===== config.mk =====
export PLATFORM = sky130hd
export DESIGN_NAME = glyph_border_point_emitter
export DESIGN_NICKNAME = d
export VERILOG_FILES = /design/src/rtl/core/gbpe_pkg.sv /design/src/rtl/core/glyph_border_point_emitter.sv /design/src/rtl/core/gbpe_cfg.sv /design/src/rtl/core/gbpe_judge.sv /design/src/rtl/core/gbpe_emitter.sv
export VERILOG_INCLUDE_DIRS = /design/src /design/src/rtl/core
export SDC_FILE = /design/constraint.sdc
export NUM_CORES = 1
export LEC_CHECK = 0
export ABC_AREA = 1
export ABC_CLOCK_PERIOD_IN_PS = 8800
export BUFFER_PORTS_ARGS = -buffer_cell sky130_fd_sc_hd__buf_4
export CORE_AREA = 2 2 144 287
export DETAILED_ROUTE_END_ITERATION = 16
export DIE_AREA = 0 0 146 289
export PLACE_DENSITY = 0.54
export SKIP_CTS_REPAIR_TIMING = 1
export SYNTH_ARGS = -nofsm -noshare
export SYNTH_HDL_FRONTEND = slang
export SYNTH_SLANG_ARGS = --single-unit
export TNS_END_PERCENT = 30

===== constraint.sdc =====
create_clock -name clk -period 8.8 [get_ports clk]
set_input_delay 1.76 -clock clk [delete_from_list [all_inputs] [get_ports clk]]
set_output_delay 1.76 -clock clk [all_outputs]
set_load 0.01 [all_outputs]

===== src/rtl/core/glyph_border_point_emitter_assert.svh =====
// Assertion macros shared by the border point emitter RTL.
// Each macro expands to one labelled concurrent assertion on the given clock and reset.
`ifndef GLYPH_BORDER_POINT_EMITTER_ASSERT_SVH
`define GLYPH_BORDER_POINT_EMITTER_ASSERT_SVH

// Consequent checked in the same cycle as the antecedent.
`define GBPE_ASSERT_SAME(label, clk_i, rst_ni, ante, cons, msg) \
    label: assert property (@(posedge clk_i) disable iff (!rst_ni) (ante) |-> (cons)) \
        else $error(msg);

// Consequent checked in the cycle after the antecedent.
`define GBPE_ASSERT_NEXT(label, clk_i, rst_ni, ante, cons, msg) \
    label: assert property (@(posedge clk_i) disable iff (!rst_ni) (ante) |=> (cons)) \
        else $error(msg);

`endif


===== src/rtl/core/gbpe_pkg.sv =====
// Shared types and constants of the glyph border point emitter.
// No dependencies; every other RTL file of the block but the assertion macro header refers to this package.
`default_nettype none

package gbpe_pkg;

    localparam int MAX_HEIGHT    = 64;
    localparam int MAX_WIDTH     = 64;
    localparam int BORDER_LAYERS = 20;

    // Row index, clamped height, column count and emitter step widths.
    localparam int ROW_W    = $clog2(MAX_HEIGHT);
    localparam int HEIGHT_W = $clog2(MAX_HEIGHT + 1);
    localparam int WIDTH_W  = $clog2(MAX_WIDTH + 1);
    localparam int STEP_W   = $clog2(BORDER_LAYERS + 1);

    // Field widths fixed by the interface.
    localparam int CFG_IDX_W     = 2;
    localparam int CFG_DATA_W    = 8;
    localparam int CFG_SIZE_W    = 7;
    localparam int ALPHA_W       = 8;
    localparam int POINT_X_W     = 6;
    localparam int POINT_Y_W     = 7;
    localparam int POINT_DEPTH_W = 5;
    localparam int POINT_INDEX_W = 16;

    localparam int OUT_FIELDS_W = POINT_X_W + POINT_Y_W + POINT_DEPTH_W + POINT_INDEX_W;
    localparam int OUT_TDATA_W  = ((OUT_FIELDS_W + 7) / 8) * 8;

    localparam int SIZE_RESET_VAL = 64;
    localparam logic [WIDTH_W-1:0]  WIDTH_RESET  =
        WIDTH_W'((SIZE_RESET_VAL > MAX_WIDTH) ? MAX_WIDTH : SIZE_RESET_VAL);
    localparam logic [HEIGHT_W-1:0] HEIGHT_RESET =
        HEIGHT_W'((SIZE_RESET_VAL > MAX_HEIGHT) ? MAX_HEIGHT : SIZE_RESET_VAL);
    localparam logic [ALPHA_W-1:0]  THRESHOLD_RESET = 8'd100;

    typedef enum logic [CFG_IDX_W-1:0] {
        CFG_IMAGE_WIDTH     = 2'd0,
        CFG_IMAGE_HEIGHT    = 2'd1,
        CFG_ALPHA_THRESHOLD = 2'd2
    } cfg_index_t;

    typedef enum logic {
        OP_PIXEL = 1'b0,
        OP_FLUSH = 1'b1
    } opcode_t;

    // Active configuration as seen by the datapath, plus the scan restart strobe.
    typedef struct packed {
        logic [WIDTH_W-1:0]  width;
        logic [HEIGHT_W-1:0] height;
        logic [ALPHA_W-1:0]  threshold;
        logic                restart;
    } cfg_t;

    // One judged pixel handed from the judging stage to the point emitter.
    typedef struct packed {
        logic [POINT_X_W-1:0] x;
        logic [POINT_Y_W-1:0] y;
        logic                 opaque;
        logic                 border;
        logic                 restart;
    } job_t;

endpackage

`default_nettype wire


===== src/rtl/core/glyph_border_point_emitter.sv =====
// Top level of the glyph border point emitter: configuration, judging stage and point emitter.
// Depends on gbpe_pkg, gbpe_cfg, gbpe_judge and gbpe_emitter.
//
//  Channel   Direction  Payload                                         Transaction
//  s_axis    in         tdata: pixel_alpha; tuser: opcode               tvalid & tready
//  m_axis    out        tdata: point_x, point_y, point_depth, point_index;
//                       tlast: last point of one pixel                  tvalid & tready
//  cfg       in         cfg_index, cfg_data                             cfg_we
//
// An input transaction is judged in the cycle it is accepted and lands in a one-entry job
// register; the emitter then issues one point per cycle, while m_axis accepts, from its output register.
// A border pixel yields 21 points, an inner opaque pixel one, and a transparent,
// ignored or first-column item none, so the rate is set by the single result channel.
// Input is accepted while earlier points are still draining, as long as the job register is
// free or being emptied; a stalled m_axis holds the output register and, in turn, the input.
// Reset (rst_n, asynchronous, active low) clears the counters and the handshake state and
// loads the register reset values; there is no clearing pass.
`default_nettype none

module glyph_border_point_emitter (
    input  wire logic                               clk,
    input  wire logic                               rst_n,

    // Configuration write port.
    input  wire logic                               cfg_we,
    input  wire logic [gbpe_pkg::CFG_IDX_W-1:0]     cfg_index,
    input  wire logic [gbpe_pkg::CFG_DATA_W-1:0]    cfg_data,

    // Pixel stream.
    input  wire logic                               s_axis_tvalid,
    output logic                                    s_axis_tready,
    input  wire logic [gbpe_pkg::ALPHA_W-1:0]       s_axis_tdata,  // [7:0] pixel_alpha
    input  wire logic                               s_axis_tuser,  // [0] opcode

    // Point stream.
    output logic                                    m_axis_tvalid,
    input  wire logic                               m_axis_tready,
    // [5:0] point_x, [12:6] point_y, [17:13] point_depth, [33:18] point_index, rest zero
    output logic [gbpe_pkg::OUT_TDATA_W-1:0]        m_axis_tdata,
    output logic                                    m_axis_tlast
);

    gbpe_pkg::cfg_t cfg;
    gbpe_pkg::job_t job;
    logic           job_valid;
    logic           job_ready;

    // Register writes also restart the scan; the user must make them only while the block is idle (unenforced).
    gbpe_cfg u_cfg (
        .clk       (clk),
        .rst_n     (rst_n),
        .cfg_we    (cfg_we),
        .cfg_index (cfg_index),
        .cfg_data  (cfg_data),
        .cfg       (cfg)
    );

    // Each pixel is judged one column late, against both column delay lines.
    gbpe_judge u_judge (
        .clk           (clk),
        .rst_n         (rst_n),
        .cfg           (cfg),
        .s_axis_tvalid (s_axis_tvalid),
        .s_axis_tready (s_axis_tready),
        .s_axis_tdata  (s_axis_tdata),
        .s_axis_tuser  (s_axis_tuser),
        .job_valid     (job_valid),
        .job           (job),
        .job_ready     (job_ready)
    );

    // Expands each judged opaque pixel into its depth layers (border pixels only) plus the final depth-zero point.
    gbpe_emitter u_emitter (
        .clk           (clk),
        .rst_n         (rst_n),
        .cfg           (cfg),
        .job_valid     (job_valid),
        .job           (job),
        .job_ready     (job_ready),
        .m_axis_tvalid (m_axis_tvalid),
        .m_axis_tready (m_axis_tready),
        .m_axis_tdata  (m_axis_tdata),
        .m_axis_tlast  (m_axis_tlast)
    );

endmodule

`default_nettype wire


===== src/rtl/core/gbpe_cfg.sv =====
// Configuration registers of the glyph border point emitter, with size clamping.
// Depends on gbpe_pkg.
`default_nettype none

module gbpe_cfg (
    input  wire logic                           clk,
    input  wire logic                           rst_n,
    input  wire logic                           cfg_we,
    input  wire logic [gbpe_pkg::CFG_IDX_W-1:0]  cfg_index,
    input  wire logic [gbpe_pkg::CFG_DATA_W-1:0] cfg_data,
    output gbpe_pkg::cfg_t                      cfg
);

    logic [gbpe_pkg::WIDTH_W-1:0]    width_reg,  width_next;
    logic [gbpe_pkg::HEIGHT_W-1:0]   height_reg, height_next;
    logic [gbpe_pkg::ALPHA_W-1:0]    thr_reg,    thr_next;
    logic [gbpe_pkg::CFG_SIZE_W-1:0] size_val;
    logic                            known_index;

    assign size_val = cfg_data[gbpe_pkg::CFG_SIZE_W-1:0];

    always_comb
    begin
        width_next  = width_reg;
        height_next = height_reg;
        thr_next    = thr_reg;
        known_index = 1'b0;
        case (gbpe_pkg::cfg_index_t'(cfg_index))
            gbpe_pkg::CFG_IMAGE_WIDTH:
            begin
                known_index = 1'b1;
                if (size_val == '0)
                    width_next = gbpe_pkg::WIDTH_W'(1);
                else if (int'(size_val) > gbpe_pkg::MAX_WIDTH)
                    width_next = gbpe_pkg::WIDTH_W'(gbpe_pkg::MAX_WIDTH);
                else
                    width_next = gbpe_pkg::WIDTH_W'(size_val);
            end
            gbpe_pkg::CFG_IMAGE_HEIGHT:
            begin
                known_index = 1'b1;
                if (size_val == '0)
                    height_next = gbpe_pkg::HEIGHT_W'(1);
                else if (int'(size_val) > gbpe_pkg::MAX_HEIGHT)
                    height_next = gbpe_pkg::HEIGHT_W'(gbpe_pkg::MAX_HEIGHT);
                else
                    height_next = gbpe_pkg::HEIGHT_W'(size_val);
            end
            gbpe_pkg::CFG_ALPHA_THRESHOLD:
            begin
                known_index = 1'b1;
                thr_next    = cfg_data[gbpe_pkg::ALPHA_W-1:0];
            end
            default:
            begin
                known_index = 1'b0;
            end
        endcase
    end

    always_ff @(posedge clk or negedge rst_n)
    begin
        if (!rst_n)
        begin
            width_reg  <= gbpe_pkg::WIDTH_RESET;
            height_reg <= gbpe_pkg::HEIGHT_RESET;
            thr_reg    <= gbpe_pkg::THRESHOLD_RESET;
        end
        else if (cfg_we)
        begin
            width_reg  <= width_next;
            height_reg <= height_next;
            thr_reg    <= thr_next;
        end
    end

    // A write to any known register restarts the scan in the same cycle.
    assign cfg.width     = width_reg;
    assign cfg.height    = height_reg;
    assign cfg.threshold = thr_reg;
    assign cfg.restart   = cfg_we && known_index;

endmodule

`default_nettype wire


===== src/rtl/core/gbpe_judge.sv =====
// Input stage: thresholds pixels, keeps the two column delay lines and judges one pixel per item.
// Depends on gbpe_pkg.
`default_nettype none

module gbpe_judge (
    input  wire logic                         clk,
    input  wire logic                         rst_n,
    input  gbpe_pkg::cfg_t                    cfg,
    input  wire logic                         s_axis_tvalid,
    output logic                              s_axis_tready,
    input  wire logic [gbpe_pkg::ALPHA_W-1:0] s_axis_tdata,
    input  wire logic                         s_axis_tuser,
    output logic                              job_valid,
    output gbpe_pkg::job_t                    job,
    input  wire logic                         job_ready
);

    // Delay lines of length height: entry 0 holds the row being judged.
    logic [gbpe_pkg::MAX_HEIGHT-1:0] mid_reg,  mid_next;
    logic [gbpe_pkg::MAX_HEIGHT-1:0] prev_reg, prev_next;
    logic                            up_reg;

    logic [gbpe_pkg::ROW_W-1:0]    row_reg, row_next;
    logic [gbpe_pkg::WIDTH_W-1:0]  col_reg, col_next;
    logic                          job_valid_reg, job_valid_next;
    gbpe_pkg::job_t                job_reg, job_calc;

    logic                          in_take;
    logic                          is_flush;
    logic                          px;
    logic                          ignored;
    logic                          judged;
    logic                          right;
    logic                          border;
    logic                          row_wrap;
    logic                          restart;
    logic                          job_make;
    logic [gbpe_pkg::WIDTH_W-1:0]  x_full;
    logic [gbpe_pkg::WIDTH_W-1:0]  x_plus1;
    logic [gbpe_pkg::HEIGHT_W-1:0] row_plus;
    logic [gbpe_pkg::ROW_W-1:0]    h_last;

    assign s_axis_tready = !job_valid_reg || job_ready;
    assign in_take       = s_axis_tvalid && s_axis_tready;

    assign is_flush = (gbpe_pkg::opcode_t'(s_axis_tuser) == gbpe_pkg::OP_FLUSH);
    assign px       = (s_axis_tdata >= cfg.threshold);
    assign ignored  = is_flush ? (col_reg < cfg.width) : (col_reg >= cfg.width);
    assign judged   = !ignored && (is_flush || (col_reg != '0));
    assign right    = is_flush ? 1'b0 : px;
    assign x_full   = is_flush ? (cfg.width - gbpe_pkg::WIDTH_W'(1))
                               : (col_reg - gbpe_pkg::WIDTH_W'(1));
    assign x_plus1  = is_flush ? cfg.width : col_reg;
    assign row_plus = gbpe_pkg::HEIGHT_W'(row_reg) + gbpe_pkg::HEIGHT_W'(1);
    assign row_wrap = (row_plus >= cfg.height);
    assign h_last   = gbpe_pkg::ROW_W'(cfg.height - gbpe_pkg::HEIGHT_W'(1));

    // Edge of the image, or any of the four neighbours transparent.
    assign border = (x_full == '0) || !prev_reg[0] || (row_reg == '0) || !up_reg ||
                    (x_plus1 >= cfg.width) || !right || row_wrap || !mid_reg[1];

    assign restart  = is_flush && !ignored && row_wrap;
    assign job_make = (judged && mid_reg[0]) || restart;

    always_comb
    begin
        job_calc.x       = gbpe_pkg::POINT_X_W'(x_full);
        job_calc.y       = gbpe_pkg::POINT_Y_W'(cfg.height - gbpe_pkg::HEIGHT_W'(row_reg));
        job_calc.opaque  = judged && mid_reg[0];
        job_calc.border  = border;
        job_calc.restart = restart;
    end

    always_comb
    begin
        mid_next          = mid_reg >> 1;
        mid_next[h_last]  = is_flush ? 1'b0 : px;
        prev_next         = prev_reg >> 1;
        prev_next[h_last] = mid_reg[0];
    end

    always_comb
    begin
        row_next = row_reg;
        col_next = col_reg;
        if (cfg.restart)
        begin
            row_next = '0;
            col_next = '0;
        end
        else if (in_take && !ignored)
        begin
            if (row_wrap)
            begin
                row_next = '0;
                col_next = is_flush ? '0 : (col_reg + gbpe_pkg::WIDTH_W'(1));
            end
            else
            begin
                row_next = row_plus[gbpe_pkg::ROW_W-1:0];
            end
        end
    end

    always_comb
    begin
        job_valid_next = job_valid_reg;
        if (in_take)
            job_valid_next = job_make;
        else if (job_ready)
            job_valid_next = 1'b0;
    end

    always_ff @(posedge clk or negedge rst_n)
    begin
        if (!rst_n)
        begin
            row_reg       <= '0;
            col_reg       <= '0;
            job_valid_reg <= 1'b0;
        end
        else
        begin
            row_reg       <= row_next;
            col_reg       <= col_next;
            job_valid_reg <= job_valid_next;
        end
    end

    // Column bits and the job payload need no reset: the scan never reads stale rows.
    always_ff @(posedge clk)
    begin
        if (in_take && !ignored)
        begin
            mid_reg  <= mid_next;
            prev_reg <= prev_next;
            up_reg   <= mid_reg[0];
        end
        if (in_take)
            job_reg <= job_calc;
    end

    assign job_valid = job_valid_reg;
    assign job       = job_reg;

endmodule

`default_nettype wire


===== src/rtl/core/gbpe_emitter.sv =====
// Point emitter: expands each judged pixel into its points and drives the output register.
// Depends on gbpe_pkg and the assertion macro header.
`default_nettype none

`include "glyph_border_point_emitter_assert.svh"

module gbpe_emitter (
    input  wire logic                              clk,
    input  wire logic                              rst_n,
    input  gbpe_pkg::cfg_t                         cfg,
    input  wire logic                              job_valid,
    input  gbpe_pkg::job_t                         job,
    output logic                                   job_ready,
    output logic                                   m_axis_tvalid,
    input  wire logic                              m_axis_tready,
    output logic [gbpe_pkg::OUT_TDATA_W-1:0]       m_axis_tdata,
    output logic                                   m_axis_tlast
);

    logic                                  active_reg, active_next;
    gbpe_pkg::job_t                        cur_reg;
    logic [gbpe_pkg::STEP_W-1:0]           step_reg, step_next;
    logic [gbpe_pkg::POINT_INDEX_W-1:0]    pc_reg, pc_next;

    logic                                  out_valid_reg, out_valid_next;
    logic [gbpe_pkg::POINT_X_W-1:0]        out_x_reg;
    logic [gbpe_pkg::POINT_Y_W-1:0]        out_y_reg;
    logic [gbpe_pkg::POINT_DEPTH_W-1:0]    out_d_reg;
    logic [gbpe_pkg::POINT_INDEX_W-1:0]    out_idx_reg;
    logic                                  out_last_reg;

    logic                                  out_free;
    logic                                  load;
    logic                                  pt_last;
    logic                                  finishing;
    logic                                  job_take;

    assign out_free  = !out_valid_reg || m_axis_tready;
    assign load      = active_reg && out_free;
    assign pt_last   = (step_reg == gbpe_pkg::STEP_W'(gbpe_pkg::BORDER_LAYERS));
    assign finishing = load && pt_last;
    assign job_ready = !active_reg || finishing;
    assign job_take  = job_valid && job_ready;

    always_comb
    begin
        active_next = active_reg;
        step_next   = step_reg;
        pc_next     = pc_reg;
        if (finishing)
            active_next = 1'b0;
        if (load && !pt_last)
            step_next = step_reg + gbpe_pkg::STEP_W'(1);
        if (load)
            pc_next = (finishing && cur_reg.restart) ? '0
                                                     : (pc_reg + gbpe_pkg::POINT_INDEX_W'(1));
        if (job_take)
        begin
            if (job.opaque)
            begin
                active_next = 1'b1;
                step_next   = job.border ? '0 : gbpe_pkg::STEP_W'(gbpe_pkg::BORDER_LAYERS);
            end
            else if (job.restart)
            begin
                pc_next = '0;
            end
        end
        if (cfg.restart)
            pc_next = '0;
    end

    always_comb
    begin
        out_valid_next = out_valid_reg;
        if (load)
            out_valid_next = 1'b1;
        else if (m_axis_tready)
            out_valid_next = 1'b0;
    end

    always_ff @(posedge clk or negedge rst_n)
    begin
        if (!rst_n)
        begin
            active_reg    <= 1'b0;
            step_reg      <= '0;
            pc_reg        <= '0;
            out_valid_reg <= 1'b0;
        end
        else
        begin
            active_reg    <= active_next;
            step_reg      <= step_next;
            pc_reg        <= pc_next;
            out_valid_reg <= out_valid_next;
        end
    end

    always_ff @(posedge clk)
    begin
        if (job_take && job.opaque)
            cur_reg <= job;
        if (load)
        begin
            out_x_reg    <= cur_reg.x;
            out_y_reg    <= cur_reg.y;
            out_d_reg    <= pt_last ? '0 : gbpe_pkg::POINT_DEPTH_W'(step_reg);
            out_idx_reg  <= pc_reg;
            out_last_reg <= pt_last;
        end
    end

    assign m_axis_tvalid = out_valid_reg;
    assign m_axis_tlast  = out_last_reg;
    assign m_axis_tdata  = gbpe_pkg::OUT_TDATA_W'({out_idx_reg, out_d_reg, out_y_reg, out_x_reg});

    `GBPE_ASSERT_SAME(a_step_in_range, clk, rst_n, active_reg,
        (int'(step_reg) <= gbpe_pkg::BORDER_LAYERS), "emitter step beyond final point")
    `GBPE_ASSERT_NEXT(a_stay_active, clk, rst_n, load && !pt_last,
        active_reg, "emitter went idle before the final point of a pixel")
    `GBPE_ASSERT_NEXT(a_done_idle, clk, rst_n, finishing && !job_take,
        !active_reg, "emitter still active after the final point")
    `GBPE_ASSERT_NEXT(a_cfg_restart, clk, rst_n, cfg.restart,
        (pc_reg == '0), "point number not cleared by a register write")

endmodule

`default_nettype wire

==> metrics.md <==
| Metric | Value |
|---|---|
| Hpwl dp | `between 15000 and 20000 um` |
| Final worst slack | `roughly 4.4 ns` |
| DRT iter0 DRCs | `623` |
| CTS buffer count | `24` |
| Area growth, synth to finish | `14.93%` |
| Critical path cell sequence | `buf_4 -> inv_1 -> nand2_1 -> nand2_2 -> inv_1 -> nand2_1 -> nand3_1 -> buf_4` |
| Io pins | `between 60 and 70` |
| Vias in the first global route | `8564` |
| Fmax | `about 0.23 GHz` |
| Nets | `1277` |
| Sequential area share after synthesis | `between 60% and 70%` |
| CTS H-tree depth | `1` |
| First-pass GRT wire length | `44820 um` |
| Worst skew pair latency | `around 0.53 ns` |
| HP Start | `u_judge.job[14]` |
| Status | `completed` |
| Pleak | `5.628 nW` |
| Initial antenna violation count | `0` |
| Synth Area in Adders | `4.915%` |
| R2r startpoint | `u_cfg.width_reg[6]` |
| Final Cycle Share | `approximately 50%` |
| Die area | `between 0.04 and 0.05 mm2` |
| CP Max Fanout | `8` |
| Min-Delay Path Class | `register to register` |
| Pwr Density | `around 260 mW/mm2` |
| Global-route usage over all layers | `a little over an eighth` |
| Async SR Flop Fraction | `23.32%` |
| Cell Rows | `around 100` |
| Main combinational cell family by area after synthesis | `simple AND/OR/NAND/NOR gates` |
| Mapped Cells | `around 1100` |
| DRC | `0` |
| Syn Area/Cell | `~10 um2` |
| Final core utilization | `around 34%` |
| Critical Path Source | `m_axis_tready` |
| Routability cong. | `0.8868` |
| Diodes inserted | `0` |
| CP max-delay cell | `buf_4` |
| Hold WS | `approximately 0.41 ns` |
| Synth Area in Compound Gates | `8.132%` |
| Final setup viols | `0` |
| CP startpoint kind | `primary input` |
| Port bufs | `60` |
| Largest net degree at the start of global routing | `74` |
| GRT overflow | `0` |
| Clock-pin slew on the worst setup and hold paths | `0.07 ns` |
| Measured slew at the worst slew-check pin | `roughly 1.2 ns` |
| Critical Path End Type | `primary output` |
| Synth Flop Type | `edfxtp_1` |
| Syn Std Cell Area | `0.01186 mm2` |
| CTS tree | `done` |
| Synthesis-stage register bit count | `around 250` |
| Mux share of post-synthesis cell area | `0%` |
| Hold Fails Final Rpt | `0` |
| Synth warn | `0` |
| Worst EP required | `slightly above 7 ns` |
| Post-synth cell types | `37` |
| DR vias | `about 8400` |
| Placeable Area | `about 0.04 mm2` |
| Post-Route WL | `28130 um` |
| Die height | `289 um` |
| Antenna Nets Post-Route | `0` |
| Share of layout cells above drive strength 1 | `about a tenth` |
| CP peak stage delay | `between 0.15 and 0.2 ns` |
| Simple-Gate Fraction of Synth Area | `~18%` |
| Clock Tree Buf Depth | `3` |
| Slew HR | `a little under a quarter` |
| Crit path kind | `primary input to primary output` |
| Clock skew | `about 0.021 ns` |
| Xor/xnor share of the synthesized area | `between 1.5 and 2%` |
| Clk sinks | `253` |
| Vias per cell | `around 4.8` |
| Initial DRT Pass Iterations | `5` |
| Starting Density | `29.60%` |
| Cell family with most CP delay | `simple AND/OR/NAND/NOR gates` |
| TNS Setup | `0 ns` |
| Worst Path Arrival | `2.60 ns` |
| Die Span X | `146 um` |
| Buf/Inv on CP | `4` |
| EDFF count, synth | `just under 200` |
| Pre-CTS setup slack | `4.162 ns` |
| Crit path time final | `4.362 ns` |
| VDD IR max | `~0.13 mV` |
| Root Buffer | `clkbuf_16` |
| Max cap viols | `0` |
| Unrepaired setup endpoints after global routing | `no` |
| WL/cell | `approximately 16 um` |
| Max-slew violations | `0` |
## synth_stat cells (all sizes together) (2+ instances only)
cell type	n	share of area, %
xor2	17	1.5
nand2	275	8.8
nand3	47	2.0
nor2	67	2.1
xnor2	5	0.37
o21ai	154	6.5
inv	104	3.3
dfstp	5	1.1
clkbuf	19	0.60
dfrtp	54	11
nor4	2	0.11
nand3b	2	0.13
a31oi	2	0.11
o21a	2	0.13
nor3b	5	0.32
edfxtp	194	49
ha	45	4.7
a21oi	27	1.1
nor3	15	0.73
buf	24	1.3
nand4	75	4.0
## worst register-to-register path, cell delays in order, from the launching register on
cell,delay [ns]
dfstp_2,0.53
inv_1,0.07
ha_1,0.32
a21o_1,0.16
nor2_1,0.18
nand2_1,0.13
nand2_1,0.08
nand2_1,0.08
nor2_4,0.08
buf_4,0.62
buf_4,0.90
## logic make-up (layout without fill, tap and decap cells)
logic type      after synthesis  in the layout
simple gates                490            490
fa+ha+maj                    46             46
compound gates              189            189
flops                       253            253
xor+xnor                     22             22
other cells                   1              6
buf+inv                     148            219
## power by group
part,internal [mW],switching (mW)
Clock,0.579,0.457
Combinational,0.271,0.612
Sequential,1.60,0.0941
## final timing paths
check                                        end  slack [ns]  cells past startpoint
setup / recovery                   s_axis_tready        4.44                      8
hold / removal             u_emitter.cur_reg[14]        0.41                      0
setup reg to reg              u_judge.mid_reg[6]        5.22                     10
hold reg to reg            u_emitter.cur_reg[14]        0.41                      0
max in group asynchronous   u_emitter.pc_reg[13]        6.93                      1
min in group asynchronous  u_emitter.step_reg[4]        1.33                      1
## metrics by stage
step	std cells	area (um2)	power, mW
6_report	1755	13630	3.612
5_1_grt	1755	13630	3.817
4_1_cts	1755	13630	3.656
3_5_place_dp	1711	12860	2.608
3_3_place_gp	1711	12860	2.594
2_1_floorplan	1154	11880	2.288
## final cells by class
class,count,area (um2)
multi-input cells,753,3968
fillers,4053,26440
clock inverters,11,88.84
inverters,105,394.1
flip-flops and latches,253,7308
repair buffers,70,525.5
well taps,530,663.1
clock buffers,33,686.9
## placed cells by master (no fill, tap or decap), types with 2 or more instances in the layout
cell | Yosys | routed
nand2_2 | 3 | 4
clkinv_2 | 0 | 6
xor2_1 | 13 | 13
clkbuf_16 | 0 | 26
inv_2 | 2 | 2
nor3_1 | 14 | 14
nand3_1 | 46 | 46
edfxtp_1 | 194 | 194
xor2_2 | 4 | 4
clkinv_1 | 1 | 2
o21ai_1 | 20 | 20
o21ai_0 | 134 | 134
nor3b_1 | 5 | 5
dfrtp_1 | 54 | 54
o21a_1 | 2 | 2
a21oi_1 | 27 | 27
xnor2_1 | 5 | 5
nand3b_1 | 2 | 2
nand4_1 | 75 | 75
nor4_1 | 2 | 2
conb_1 | 1 | 6
clkbuf_1 | 19 | 6
a31oi_1 | 2 | 2
nand2_1 | 272 | 271
inv_1 | 102 | 102
nor2_1 | 67 | 66
buf_4 | 12 | 70
ha_1 | 45 | 45
dfstp_2 | 5 | 5
## metal layers
metal  vias up  part of all wire, %  GRT usage (%)
met4         0                  4.5          6.529
met2       204                   55          26.51
met3        69                  3.6          1.669
met1      4073                   37          13.36
met5         -                    0              0
li1       4102                    -              -
No activity file was read; power rests on OpenSTA's default activity.
